--- config.mk ---
export PLATFORM = sky130hd
export DESIGN_NAME = sspop_ctrl
export DESIGN_NICKNAME = d
export VERILOG_FILES = /design/src/hdl/sspop_pkg.sv /design/src/hdl/sspop_ctrl.sv
export SDC_FILE = /design/constraint.sdc
export NUM_CORES = 1
export LEC_CHECK = 0
export BUFFER_PORTS_ARGS = -buffer_cell sky130_fd_sc_hd__buf_4
export CORE_AREA = 2 2 39 41
export CTS_CLUSTER_DIAMETER = 50
export DETAILED_ROUTE_END_ITERATION = 10
export DIE_AREA = 0 0 41 43
export PLACE_DENSITY = 0.87
export RECOVER_POWER = 50
export SYNTH_ARGS = -nofsm -noshare
export SYNTH_HDL_FRONTEND = slang
export SYNTH_SLANG_ARGS = --single-unit
--- constraint.sdc ---
create_clock -name clk_i -period 2.3 [get_ports clk_i]
set_input_delay 0 -clock clk_i [delete_from_list [all_inputs] [get_ports clk_i]]
set_output_delay 0 -clock clk_i [all_outputs]
set_load 0.1 [all_outputs]
--- src/hdl/sspop_pkg.sv ---
package sspop_pkg;

  localparam int MAX_SIDE_DEF = 32;

  localparam int KIND_W   = 2;
  localparam int COORD_W  = 5;
  localparam int RAND_W   = 31;
  localparam int SIDE_W   = 6;
  localparam int REMAIN_W = 11;

  localparam logic [SIDE_W-1:0] SIDE_RESET = 6'd32;

  localparam logic [KIND_W-1:0] KIND_INIT   = 2'd0;
  localparam logic [KIND_W-1:0] KIND_REMOVE = 2'd1;
  localparam logic [KIND_W-1:0] KIND_POP    = 2'd2;

  typedef enum logic [4:0] {
    OP_NONE,
    OP_LOAD,
    OP_FILL,
    OP_SET_FULL,
    OP_SET_CELL,
    OP_DIV_RND,
    OP_RD_PICK,
    OP_CAP_PICK,
    OP_DIV_SIDE,
    OP_CAP_RC,
    OP_RD_POS,
    OP_CAP_POS,
    OP_RD_LAST,
    OP_CAP_LAST,
    OP_WR1,
    OP_WR2,
    OP_RESULT
  } op_e;

  typedef struct packed {
    op_e  op;
    logic hit;
  } cmd_t;

  typedef struct packed {
    logic [KIND_W-1:0] kind;
    logic              in_range;
    logic              side_zero;
    logic              count_zero;
    logic              div_busy;
    logic              fill_last;
    logic              pos_ok;
  } status_t;

endpackage

--- src/hdl/sspop_ctrl.sv ---
module sspop_ctrl
  import sspop_pkg::*;
(
  input  logic    clk_i,
  input  logic    rst_ni,
  input  logic    in_valid_i,
  output logic    in_stall_o,
  output logic    out_valid_o,
  input  logic    out_stall_i,
  input  status_t status_i,
  output cmd_t    cmd_o
);

  localparam logic [3:0] S_IDLE      = 4'd0;
  localparam logic [3:0] S_DECODE    = 4'd1;
  localparam logic [3:0] S_FILL      = 4'd2;
  localparam logic [3:0] S_FILL_END  = 4'd3;
  localparam logic [3:0] S_DIV1      = 4'd4;
  localparam logic [3:0] S_CAP_PICK  = 4'd5;
  localparam logic [3:0] S_DIV2      = 4'd6;
  localparam logic [3:0] S_DIV2_WAIT = 4'd7;
  localparam logic [3:0] S_RD_POS    = 4'd8;
  localparam logic [3:0] S_CAP_POS   = 4'd9;
  localparam logic [3:0] S_CHECK     = 4'd10;
  localparam logic [3:0] S_CAP_LAST  = 4'd11;
  localparam logic [3:0] S_WR1       = 4'd12;
  localparam logic [3:0] S_WR2       = 4'd13;
  localparam logic [3:0] S_DONE      = 4'd14;

  logic [3:0] state_q, state_d;
  logic       hit_q, hit_d;
  logic       out_valid_q, out_valid_d;

  always_comb begin
    state_d     = state_q;
    hit_d       = hit_q;
    out_valid_d = out_valid_q;
    cmd_o.op    = OP_NONE;
    cmd_o.hit   = hit_q;
    if (out_valid_q && !out_stall_i) begin
      out_valid_d = 1'b0;
    end
    unique case (state_q)
      S_IDLE: begin
        if (in_valid_i) begin
          cmd_o.op = OP_LOAD;
          state_d  = S_DECODE;
        end
      end
      S_DECODE: begin
        hit_d   = 1'b0;
        state_d = S_DONE;
        case (status_i.kind)
          KIND_INIT: begin
            state_d = S_FILL;
          end
          KIND_REMOVE: begin
            if (status_i.in_range && !status_i.side_zero) begin
              cmd_o.op = OP_SET_CELL;
              state_d  = S_RD_POS;
            end
          end
          KIND_POP: begin
            if (!status_i.side_zero && !status_i.count_zero) begin
              cmd_o.op = OP_DIV_RND;
              state_d  = S_DIV1;
            end
          end
          default: begin
            state_d = S_DONE;
          end
        endcase
      end
      S_FILL: begin
        cmd_o.op = OP_FILL;
        if (status_i.fill_last) begin
          state_d = S_FILL_END;
        end
      end
      S_FILL_END: begin
        cmd_o.op = OP_SET_FULL;
        hit_d    = 1'b1;
        state_d  = S_DONE;
      end
      S_DIV1: begin
        if (!status_i.div_busy) begin
          cmd_o.op = OP_RD_PICK;
          state_d  = S_CAP_PICK;
        end
      end
      S_CAP_PICK: begin
        cmd_o.op = OP_CAP_PICK;
        state_d  = S_DIV2;
      end
      S_DIV2: begin
        cmd_o.op = OP_DIV_SIDE;
        state_d  = S_DIV2_WAIT;
      end
      S_DIV2_WAIT: begin
        if (!status_i.div_busy) begin
          cmd_o.op = OP_CAP_RC;
          state_d  = S_RD_POS;
        end
      end
      S_RD_POS: begin
        cmd_o.op = OP_RD_POS;
        state_d  = S_CAP_POS;
      end
      S_CAP_POS: begin
        cmd_o.op = OP_CAP_POS;
        state_d  = S_CHECK;
      end
      S_CHECK: begin
        if (status_i.pos_ok) begin
          cmd_o.op = OP_RD_LAST;
          state_d  = S_CAP_LAST;
        end else begin
          hit_d   = 1'b0;
          state_d = S_DONE;
        end
      end
      S_CAP_LAST: begin
        cmd_o.op = OP_CAP_LAST;
        state_d  = S_WR1;
      end
      S_WR1: begin
        cmd_o.op = OP_WR1;
        state_d  = S_WR2;
      end
      S_WR2: begin
        cmd_o.op = OP_WR2;
        hit_d    = 1'b1;
        state_d  = S_DONE;
      end
      S_DONE: begin
        if (!out_valid_q || !out_stall_i) begin
          cmd_o.op    = OP_RESULT;
          out_valid_d = 1'b1;
          state_d     = S_IDLE;
        end
      end
      default: begin
        state_d = S_IDLE;
      end
    endcase
  end

  always_ff @(posedge clk_i or negedge rst_ni) begin
    if (!rst_ni) begin
      state_q     <= S_IDLE;
      hit_q       <= 1'b0;
      out_valid_q <= 1'b0;
    end else begin
      state_q     <= state_d;
      hit_q       <= hit_d;
      out_valid_q <= out_valid_d;
    end
  end

  assign in_stall_o  = state_q != S_IDLE;
  assign out_valid_o = out_valid_q;

endmodule

## After elaboration in Yosys (flattened, before gate mapping)

Cells that the tools add are included.

- Equal/unequal tests: 22
- Multiplexer cells: 24
- Reduce and logical (&&, ||, !) cells: 15

Operators with widths:

| kind | number |
|---|---|
| $pmux W5 S15 | 1 |
| $pmux W4 S14 | 1 |
| $mux W4 | 8 |
| $eq A4 B4 Y1 const B | 7 |
| $eq A4 B3 Y1 const B | 4 |
| $mux W3 | 5 |
| $ne A2 B2 Y1 const B | 6 |
| $pmux W4 S3 | 1 |
| $eq A4 B2 Y1 const B | 2 |
| $pmux W3 S2 | 1 |
| $mux W1 | 5 |
| $mux W5 | 1 |
| $reduce_and A5 Y1 | 1 |
| $eq A4 B1 Y1 const B | 1 |
| $logic_not A1 Y1 | 4 |
| $logic_not A4 Y1 | 1 |
| $reduce_bool A4 Y1 | 1 |
| $logic_and A1 B1 Y1 | 3 |
| $pmux W1 S3 | 1 |
| $reduce_bool A3 Y1 | 1 |
| $eq A2 B1 Y1 const B | 1 |
| $eq A2 B2 Y1 const B | 1 |
| $logic_not A2 Y1 | 1 |
| $reduce_and A2 Y1 | 1 |
| 2 further kinds | 2 |

- Register bits: 6
- Output and inout port bits: 8
- Input port bits: 12

## Depth between registers and ports, before layout

Gate-level depths: netlist (run 1).

- Word-level depth: 5
- Depth in mapped cells: 7

## Least setup slack after synthesis (run 1)

Ideal clock, no wire load.

- Path kind: flip-flop to output port
- Start: register state_q[1]
- End: output port cmd_o[1] (netlist name)
- Buffers on the path: 1
- Cell stages (with the launch flop): 4
- Required time: 2.300 ns
- Slack: -0.732 ns
- Arrival time: 3.032 ns
- Cell sequence: dfrtp_1 -> buf_2 -> or3_4 -> o21ai_0

RTL lines:

| what | line | RTL |
|---|---|---|
| start: declaration | sspop_ctrl.sv:30 | `logic [3:0] state_q, state_d;` |
| start signal: assignment | sspop_ctrl.sv:154 | `state_q <= state_d;` |
| end: declaration | sspop_ctrl.sv:11 | `output cmd_t cmd_o` |

==> flow_summary.json, run 1 <==
{
  "ys_types": 30,
  "crit_path_max_fanout": 19,
  "clock_skew_ns": 0.002988,
  "final_max_slew_viol_count": 0,
  "drt-vias-per-instance": 5.976,
  "synth_fp_nets": 112,
  "cts_sinks": 6,
  "wl_per_cell_um": 13.32,
  "syn-cell-area_um2": 689.4,
  "instances_no_fill": 127,
  "totalWireLength_um": 1692,
  "setup_viol": 0,
  "grt_setup_unrepaired": "no",
  "reg2reg_depth": 5,
  "place_area_um2": 819.5,
  "first_global_vias": 692,
  "period_needed_ns": 1.960,
  "cts_made_buffers": 3,
  "synth_edf_count": 0,
  "clk_pin_slew_ns": 0.04,
  "fin_crit_sh_pct": 85.21,
  "htree_num_levels": 1,
  "cp-startpoint": "state_q[2]$_DFFE_PN0P_",
  "ys.flop_type": "dfrtp_1",
  "cp-end-kind": "output port",
  "firstDrtPassIters": 4,
  "synth_warnings": 0,
  "arrival_ns": 1.96,
  "synth_seq_cells": 6,
  "core-area_um2": 1384,
  "dp_hpwl_um": 1260,
  "grt_pass1_wl_um": 2918,
  "postCtsHoldBufs": 1,
  "antenna_found_initial": 0,
  "hold_path_class": "in2reg",
  "max_clock_freq_ghz": 0.5103,
  "num_vias": 759,
  "r2r-end": "state_q[1]$_DFFE_PN0P_",
  "fin_setup_tns_ns": 0,
  "drive_gt1_share_pct": 22.52,
  "die_w_um": 41,
  "synth_cells": 96,
  "start_util_pct": 49.82,
  "cts_setup_buffers": 0,
  "yosysSeqAreaShare_pct": 21.78,
  "slew_headroom_pct": 22.99,
  "track_usage_pct": 24.37,
  "synth_top_area_share_pct": 21.78,
  "diodes": 0,
  "reg2reg_slack_ns": 0.49,
  "fin_nets": 129,
  "clk_latency_ns": 0.25,
  "hold_viol": 0,
  "clockBufferDepth": 2,
  "die_area_um2": 1763,
  "critPathLaunchType": "register",
  "route.detailed.drc": 0,
  "cts_resized": 0,
  "drt_iter0_markers": 23,
  "grt_max_degree": 25,
  "final_area_um2": 840.8,
  "r2r_start": "state_q[0]$_DFFE_PN0P_",
  "crit_type": "reg2out",
  "dpl.cell_count": 123,
  "cts_root_buffer": "clkbuf_4",
  "tightest_slew_ns": 1.160,
  "syn_avg_cell_area_um2": 7.181,
  "ant_nets": 0,
  "rows": 14,
  "place_congestion": 0.8057,
  "gr-total-overflow": 0,
  "status": "complete, no violations",
  "required_ns": 2.30,
  "crit_end": "cmd_o[3]",
  "io_buffers": 19,
  "io_pins": 20,
  "area_delta_synth_final_pct": 21.96,
  "cts_tree": "built",
  "cap_violations": 0,
  "fp.dieH_um": 43,
  "whs_ns": 0.004386,
  "synth_area_leaders": "dfrtp_1, ha_1, o21ai_0, a31oi_1, nand2_1",
  "netlist_top_cells_count": "nand2_1, o21ai_0, a21oi_1, nor2_1",
  "yosys.area.top_type": "dfrtp_1",
  "async_reset_ff_share_pct": 100.0
}
-- stage by stage --
step                setup slack [ns]  utilization, %
finish                        0.3402           60.76
detailed placement            0.5006           59.22
global route                  0.2445           60.76
floorplan                    0.02775               -
CTS                           0.3412           61.57
global placement              0.6014           59.22
-- worst max-delay path: stages, from the launching register on --
cell and delay (ns):
dfrtp_1 0.57, or3_4 0.49, nor2_1 0.11, nand4_1 0.10, o21ai_1 0.13, buf_4 0.31
-- logic make-up after synthesis --
kind of cell	after synthesis	synth area share, %
fa+ha+maj	4	7.260
simple gates	38	29.59
xor+xnor	1	1.271
buf+inv	13	8.529
compound gates	34	31.58
flops	6	21.78
-- cell type report --
type / instances / area (um2)
fillers: 143 / 543.0
multi-input cells: 77 / 484.2
flip-flops and latches: 6 / 150.1
repair buffers: 21 / 148.9
clock buffers: 3 / 22.52
well taps: 16 / 20.02
inverters: 4 / 15.01
-- flip-flops by register name, summed over array words and instances, names as in the netlist --
name / count
hit_q: 1
state_q: 4
out_valid_o: 1
-- how the worst min path moves through the flow --
stage | cells past startpoint | slack [ns] | end | start
finish | 3 | 0.004 | out_valid_o$_DFF_PN0_ | out_stall_i
global route | 3 | 0.03 | out_valid_o$_DFF_PN0_ | out_stall_i
CTS | 3 | 0.005 | out_valid_o$_DFF_PN0_ | out_stall_i
detailed placement | 1 | -0.19 | state_q[2]$_DFFE_PN0P_ | rst_ni
global placement | 1 | -0.19 | state_q[2]$_DFFE_PN0P_ | rst_ni
floorplan | 0 | -0.30 | hit_q$_DFFE_PN0P_ | rst_ni
-- cell usage in the layout (no fill, tap or decap), types with 2 or more instances in the layout --
| master | instances |
|---|---|
| nor2b_1 | 6 |
| ha_1 | 4 |
| nand4_1 | 2 |
| dfrtp_1 | 6 |
| o21ai_0 | 7 |
| inv_1 | 4 |
| clkbuf_1 | 3 |
| a31oi_1 | 6 |
| o41ai_1 | 2 |
| o21ai_1 | 4 |
| nand2b_1 | 6 |
| buf_4 | 17 |
| nor2_1 | 7 |
| o211ai_1 | 3 |
| nand2_1 | 10 |
| nand3_1 | 2 |
| clkbuf_4 | 3 |
| a21oi_1 | 6 |
-- per-layer routing --
metal  GRT usage [%]  vias up  part of all wire (%)  wire length, um
li1                -      371                     -                -
met1           30.19      353                    40              685
met2           34.69       31                    50              854
met3           5.236        4                   6.1              104
met4           18.67        0                   2.8               48
met5               0        -                     0                0
Power of run 1 is not shown: default switching activity piles up to over one toggle a cycle in this logic, so the estimate is an artifact.
==> run 2: changes to the inputs <==
--- a/config.mk
+++ b/config.mk
@@ -7,6 +7,7 @@
 export LEC_CHECK = 0
 export BUFFER_PORTS_ARGS = -buffer_cell sky130_fd_sc_hd__buf_4
 export CORE_AREA = 2 2 39 41
+export CTS_BUF_LIST = sky130_fd_sc_hd__clkbuf_16
 export CTS_CLUSTER_DIAMETER = 50
 export DETAILED_ROUTE_END_ITERATION = 10
 export DIE_AREA = 0 0 41 43
==> flow_summary.json, run 2 (synthesis gave the netlist of run 1 again) <==
{
  "track_usage_pct": 24.35,
  "cts_sinks": 6,
  "gr-total-overflow": 0,
  "num_vias": 758,
  "totalWireLength_um": 1721,
  "reg2reg_slack_ns": 0.49,
  "final_common_cell": "buf_4",
  "clk_pin_slew_ns": 0.03,
  "dp_slack_ns": 0.5006,
  "clk_latency_ns": 0.23,
  "clockBufferDepth": 2,
  "htree_num_levels": 1,
  "drive_gt1_share_pct": 22.52,
  "tightest_slew_ns": 1.160,
  "hold_viol": 0,
  "status": "complete, no violations",
  "start_util_pct": 49.82,
  "max_clock_freq_ghz": 0.5157,
  "most-common-layout-cells": "buf_4, nand2_1, nor2_1, o21ai_0",
  "clock_skew_ns": 0.0007500,
  "top_register": "state_q",
  "grt_setup_unrepaired": "no",
  "fp.dieH_um": 43,
  "critical_path.cell_chain": "or3_4, nor2_1, nand4_1, o21ai_1, buf_4",
  "cap_violations": 0,
  "dp_hpwl_um": 1260,
  "die_w_um": 41,
  "fin_nets": 129,
  "crit_slowest_cell": "dfrtp_1",
  "die_area_um2": 1763,
  "worst_path_largest_cell_delay_ns": 0.60,
  "period_needed_ns": 1.939,
  "firstDrtPassIters": 4,
  "largest_reg_flops": 4,
  "cts_tree": "built",
  "layout_setup_ws_ns": 0.3608,
  "io_pins": 20,
  "cts_made_buffers": 3,
  "cts_root_buffer": "clkbuf_16",
  "grt_pass1_wl_um": 2994,
  "fin_setup_tns_ns": 0,
  "antenna_found_initial": 0,
  "wl_per_cell_um": 13.55,
  "final_area_um2": 893.4,
  "fin_crit_sh_pct": 84.31,
  "arrival_ns": 1.94,
  "ant_nets": 0,
  "core-area_um2": 1384,
  "drt_iter0_markers": 11,
  "cp-end-kind": "output port",
  "crit_type": "reg2out",
  "io_buffers": 19,
  "hold_path_class": "in2reg",
  "slew_headroom_pct": 23.02,
  "crit_path_max_fanout": 22,
  "critPathLaunchType": "register",
  "rows": 14,
  "place_area_um2": 819.5,
  "grt_max_degree": 25,
  "required_ns": 2.30,
  "area_delta_synth_final_pct": 29.58,
  "first_global_vias": 729,
  "place_congestion": 0.8057,
  "setup_viol": 0,
  "diodes": 0,
  "route.detailed.drc": 0,
  "cts_resized": 0,
  "drt-vias-per-instance": 5.969,
  "final_max_slew_viol_count": 0
}
run 2: cell counts in the layout (fill, tap and decap cells not counted):
No cell type changed its count.
run 2: metrics by stage:
stage | hold slack, ns | std cells | utilization [%]
4_1_cts | 0.03717 | 127 | 65.37
6_report | 0.03146 | 127 | 64.56
2_1_floorplan | -0.2956 | 96 | -
3_5_place_dp | -0.1856 | 123 | 59.22
5_1_grt | 0.06967 | 127 | 64.56
3_3_place_gp | -0.1883 | 123 | 59.22
run 2: area by class of cell:
class / instances / area (um2)
fill: 136 / 490.5
inverter: 4 / 15.01
timing repair buffer: 21 / 148.9
tap: 16 / 20.02
sequential: 6 / 150.1
clock buffer: 3 / 75.07
multi-input combinational: 77 / 484.2
run 2: per-layer routing:
metal | routed length [um] | part of all wire [%] | global-route usage, % | vias up
met5 | 0 | 0 | 0 | -
met2 | 862 | 50 | 37.50 | 33
li1 | - | - | - | 373
met1 | 687 | 40 | 30.10 | 347
met3 | 129 | 7.5 | 3.665 | 5
met4 | 42 | 2.4 | 14.67 | 0
run 2: timing repair:
action	CTS	global route
hold buffers	1	0
endpoints found under the hold margin	6	0
setup endpoints to repair	0	0
setup buffers	0	0
run 2: final timing paths:
| kind | cells after the start | from | to |
|---|---|---|---|
| setup / recovery | 5 | state_q[1]$_DFFE_PN0P_ | cmd_o[3] |
| hold / removal | 3 | out_stall_i | out_valid_o$_DFF_PN0_ |
| hold reg to reg | 2 | hit_q$_DFFE_PN0P_ | hit_q$_DFFE_PN0P_ |
| min in group asynchronous | 2 | rst_ni | state_q[2]$_DFFE_PN0P_ |
| setup reg to reg | 5 | state_q[0]$_DFFE_PN0P_ | state_q[1]$_DFFE_PN0P_ |
| max in group asynchronous | 2 | rst_ni | out_valid_o$_DFF_PN0_ |
run 2: worst max-delay path: cells and delay by family (launching register included):
| family | cells | cell delay (ns) |
|---|---|---|
| and+or+nand+nor | 3 | 0.67 |
| DFF | 1 | 0.60 |
| buffers and inverters | 1 | 0.31 |
| AOI/OAI and AO/OA | 1 | 0.13 |
Power of run 2 is left out for the same reason.
==> run 3: changes to the inputs <==
--- a/config.mk
+++ b/config.mk
@@ -5,13 +5,13 @@
 export SDC_FILE = /design/constraint.sdc
 export NUM_CORES = 1
 export LEC_CHECK = 0
+export ABC_AREA = 1
 export BUFFER_PORTS_ARGS = -buffer_cell sky130_fd_sc_hd__buf_4
-export CORE_AREA = 2 2 39 41
+export CORE_UTILIZATION = 45
 export CTS_BUF_LIST = sky130_fd_sc_hd__clkbuf_16
 export CTS_CLUSTER_DIAMETER = 50
 export DETAILED_ROUTE_END_ITERATION = 10
-export DIE_AREA = 0 0 41 43
-export PLACE_DENSITY = 0.87
+export PLACE_DENSITY = 0.8
 export RECOVER_POWER = 50
 export SYNTH_ARGS = -nofsm -noshare
 export SYNTH_HDL_FRONTEND = slang
==> constraint.sdc (replaced) <==
create_clock -name clk_i -period 1.67 [get_ports clk_i]
set_input_delay 0 -clock clk_i [delete_from_list [all_inputs] [get_ports clk_i]]
set_output_delay 0 -clock clk_i [all_outputs]
set_load 0.1 [all_outputs]
==> flow_summary.json, run 3 <==
{
  "status": "complete, no violations",
  "drive_gt1_share_pct": 33.10,
  "crit_top_cell": "nor2_4",
  "diodes": 0,
  "cts_tree": "built",
  "synth_edf_count": 0,
  "ys.flop_type": "dfrtp_1",
  "synth_warnings": 0,
  "num_vias": 821,
  "critPathLaunchType": "register",
  "fin_nets": 162,
  "totalWireLength_um": 1824,
  "reg2reg_slack_ns": 0.32,
  "path_buf_inv": 2,
  "syn_avg_cell_area_um2": 5.866,
  "start_util_pct": 48.07,
  "crit_type": "reg2out",
  "wl_per_cell_um": 11.33,
  "hold_viol": 0,
  "yosysSeqAreaShare_pct": 20.98,
  "dr_wl_met3_um": 81,
  "dp_slack_ns": 0.2604,
  "tightest_slew_ns": 0.5374,
  "first_global_vias": 716,
  "htree_num_levels": 1,
  "required_ns": 1.67,
  "place_congestion": 0.8792,
  "arrival_ns": 1.63,
  "cpLargestDelayFamily": "simple AND/OR/NAND/NOR gates",
  "syn-cell-area_um2": 715.7,
  "die_area_um2": 1754,
  "cp-end-kind": "output port",
  "setup_viol": 0,
  "synth_seq_cells": 6,
  "track_usage_pct": 21.53,
  "drt_iter0_markers": 26,
  "cts_made_buffers": 3,
  "max_clock_freq_ghz": 0.6153,
  "cts_setup_buffers": 0,
  "critical_path.cell_chain": "nor2_4, inv_2, nor2_4, nand3_1, nand4_1, buf_6",
  "ys_types": 21,
  "yosys.area.top_type": "dfrtp_1",
  "io_buffers": 19,
  "period_needed_ns": 1.625,
  "rows": 14,
  "final_area_um2": 1015,
  "route.detailed.drc": 0,
  "clk_latency_ns": 0.23,
  "synth_top_area_share_pct": 20.98,
  "area_delta_synth_final_pct": 41.78,
  "clockBufferDepth": 2,
  "slew_headroom_pct": 64.33,
  "grt_max_degree": 8,
  "ant_nets": 0,
  "yosysMostFrequentCell": "nand2_1",
  "fp.dieH_um": 41.88,
  "synth_cells": 122,
  "cts_sinks": 6,
  "fin_crit_sh_pct": 97.31,
  "hold_path_class": "in2reg",
  "firstDrtPassIters": 4,
  "crit_path_max_fanout": 7,
  "top_register": "state_q",
  "place_area_um2": 918.4,
  "synth_area_leaders": "dfrtp_1, nand2_1, inv_1, nor2_1, ha_1",
  "final_max_slew_viol_count": 0,
  "crit_slowest_cell": "dfrtp_2",
  "gr-total-overflow": 0,
  "core-area_um2": 1489,
  "route.met2.wl_um": 923,
  "layout_setup_ws_ns": 0.04485,
  "antenna_found_initial": 0,
  "clock_skew_ns": 0.001092,
  "async_reset_ff_share_pct": 100.0,
  "grt_pass1_wl_um": 2904,
  "wl_met1_um": 819,
  "cap_violations": 0,
  "die_w_um": 41.88,
  "highest_layer": "met3",
  "cts_root_buffer": "clkbuf_16",
  "clk_pin_slew_ns": 0.03,
  "worst_path_largest_cell_delay_ns": 0.48,
  "final_common_cell": "nand2_1",
  "drt-vias-per-instance": 5.099,
  "largest_reg_flops": 4,
  "io_pins": 20,
  "dp_hpwl_um": 1438,
  "synth_fp_nets": 138,
  "most-common-layout-cells": "nand2_1, inv_1, buf_4",
  "netlist_top_cells_count": "nand2_1, inv_1, nor2_1"
}
[run 3: cell types whose count changed in the layout (fill, tap and decap cells not counted), sizes merged, moves of 4 or more]
cell and change:
a21oi -4, a31oi -6, inv +20, nand2 +31
nand2b -6, nand3 +7, nor2 +14, nor2b -6
o21ai -9
[run 3: metal layers]
metal / vias up / global-route usage (%)
met5: - / 0
met4: 0 / 5.161
met3: 0 / 6.957
met2: 22 / 34.06
met1: 369 / 28.42
li1: 430 / -
[run 3: worst paths after layout]
| kind | start | endpoint | depth (start not counted) |
|---|---|---|---|
| setup reg to reg | state_q[3]$_DFFE_PN0P_ | state_q[3]$_DFFE_PN0P_ | 7 |
| min in group asynchronous | rst_ni | out_valid_o$_DFF_PN0_ | 2 |
| hold / removal | status_i[2] | state_q[0]$_DFFE_PN0P_ | 3 |
| setup / recovery | state_q[3]$_DFFE_PN0P_ | cmd_o[3] | 6 |
| max in group asynchronous | rst_ni | state_q[3]$_DFFE_PN0P_ | 2 |
| hold reg to reg | hit_q$_DFFE_PN0P_ | hit_q$_DFFE_PN0P_ | 2 |
[run 3: layout make-up]
cell class | count | area [um2]
repair buffers | 20 | 155.1
flip-flops and latches | 6 | 152.6
inverters | 23 | 86.33
well taps | 16 | 20.02
multi-input cells | 92 | 521.8
fillers | 142 | 474.2
clock inverters | 1 | 3.754
clock buffers | 3 | 75.07
[run 3: stage by stage]
stage	setup TNS, ns	hold WS (ns)	util [%]	std cells
2_1_floorplan	-0.2757	-0.2956	-	122
3_3_place_gp	0	-0.1910	61.68	156
3_5_place_dp	0	-0.1893	61.68	156
4_1_cts	0	0.005420	67.65	161
5_1_grt	-0.001893	0.04268	68.15	161
6_report	0	0.002884	68.15	161
[run 3: cell families after synthesis]
| family | synth area share (%) |
|---|---|
| flops | 20.98 |
| buf+inv | 13.11 |
| simple gates | 48.78 |
| fa+ha+maj | 6.993 |
| compound gates | 10.14 |
[run 3: worst reg2reg max path: stages (launching register included)]
cell     delay [ns]
dfrtp_2        0.48
nor2_4         0.22
inv_2          0.10
nor2_4         0.12
o21ai_0        0.14
nand3_1        0.11
nand2_1        0.06
nand2_1        0.06
[run 3: what timing repair did]
item / 4_1_cts / 5_1_grt
endpoints found under the setup margin: 0 / 3
hold endpoints to repair: 6 / 0
hold buffers: 1 / 0
resized for setup: 0 / 4
Power of run 3 is left out for the same reason.
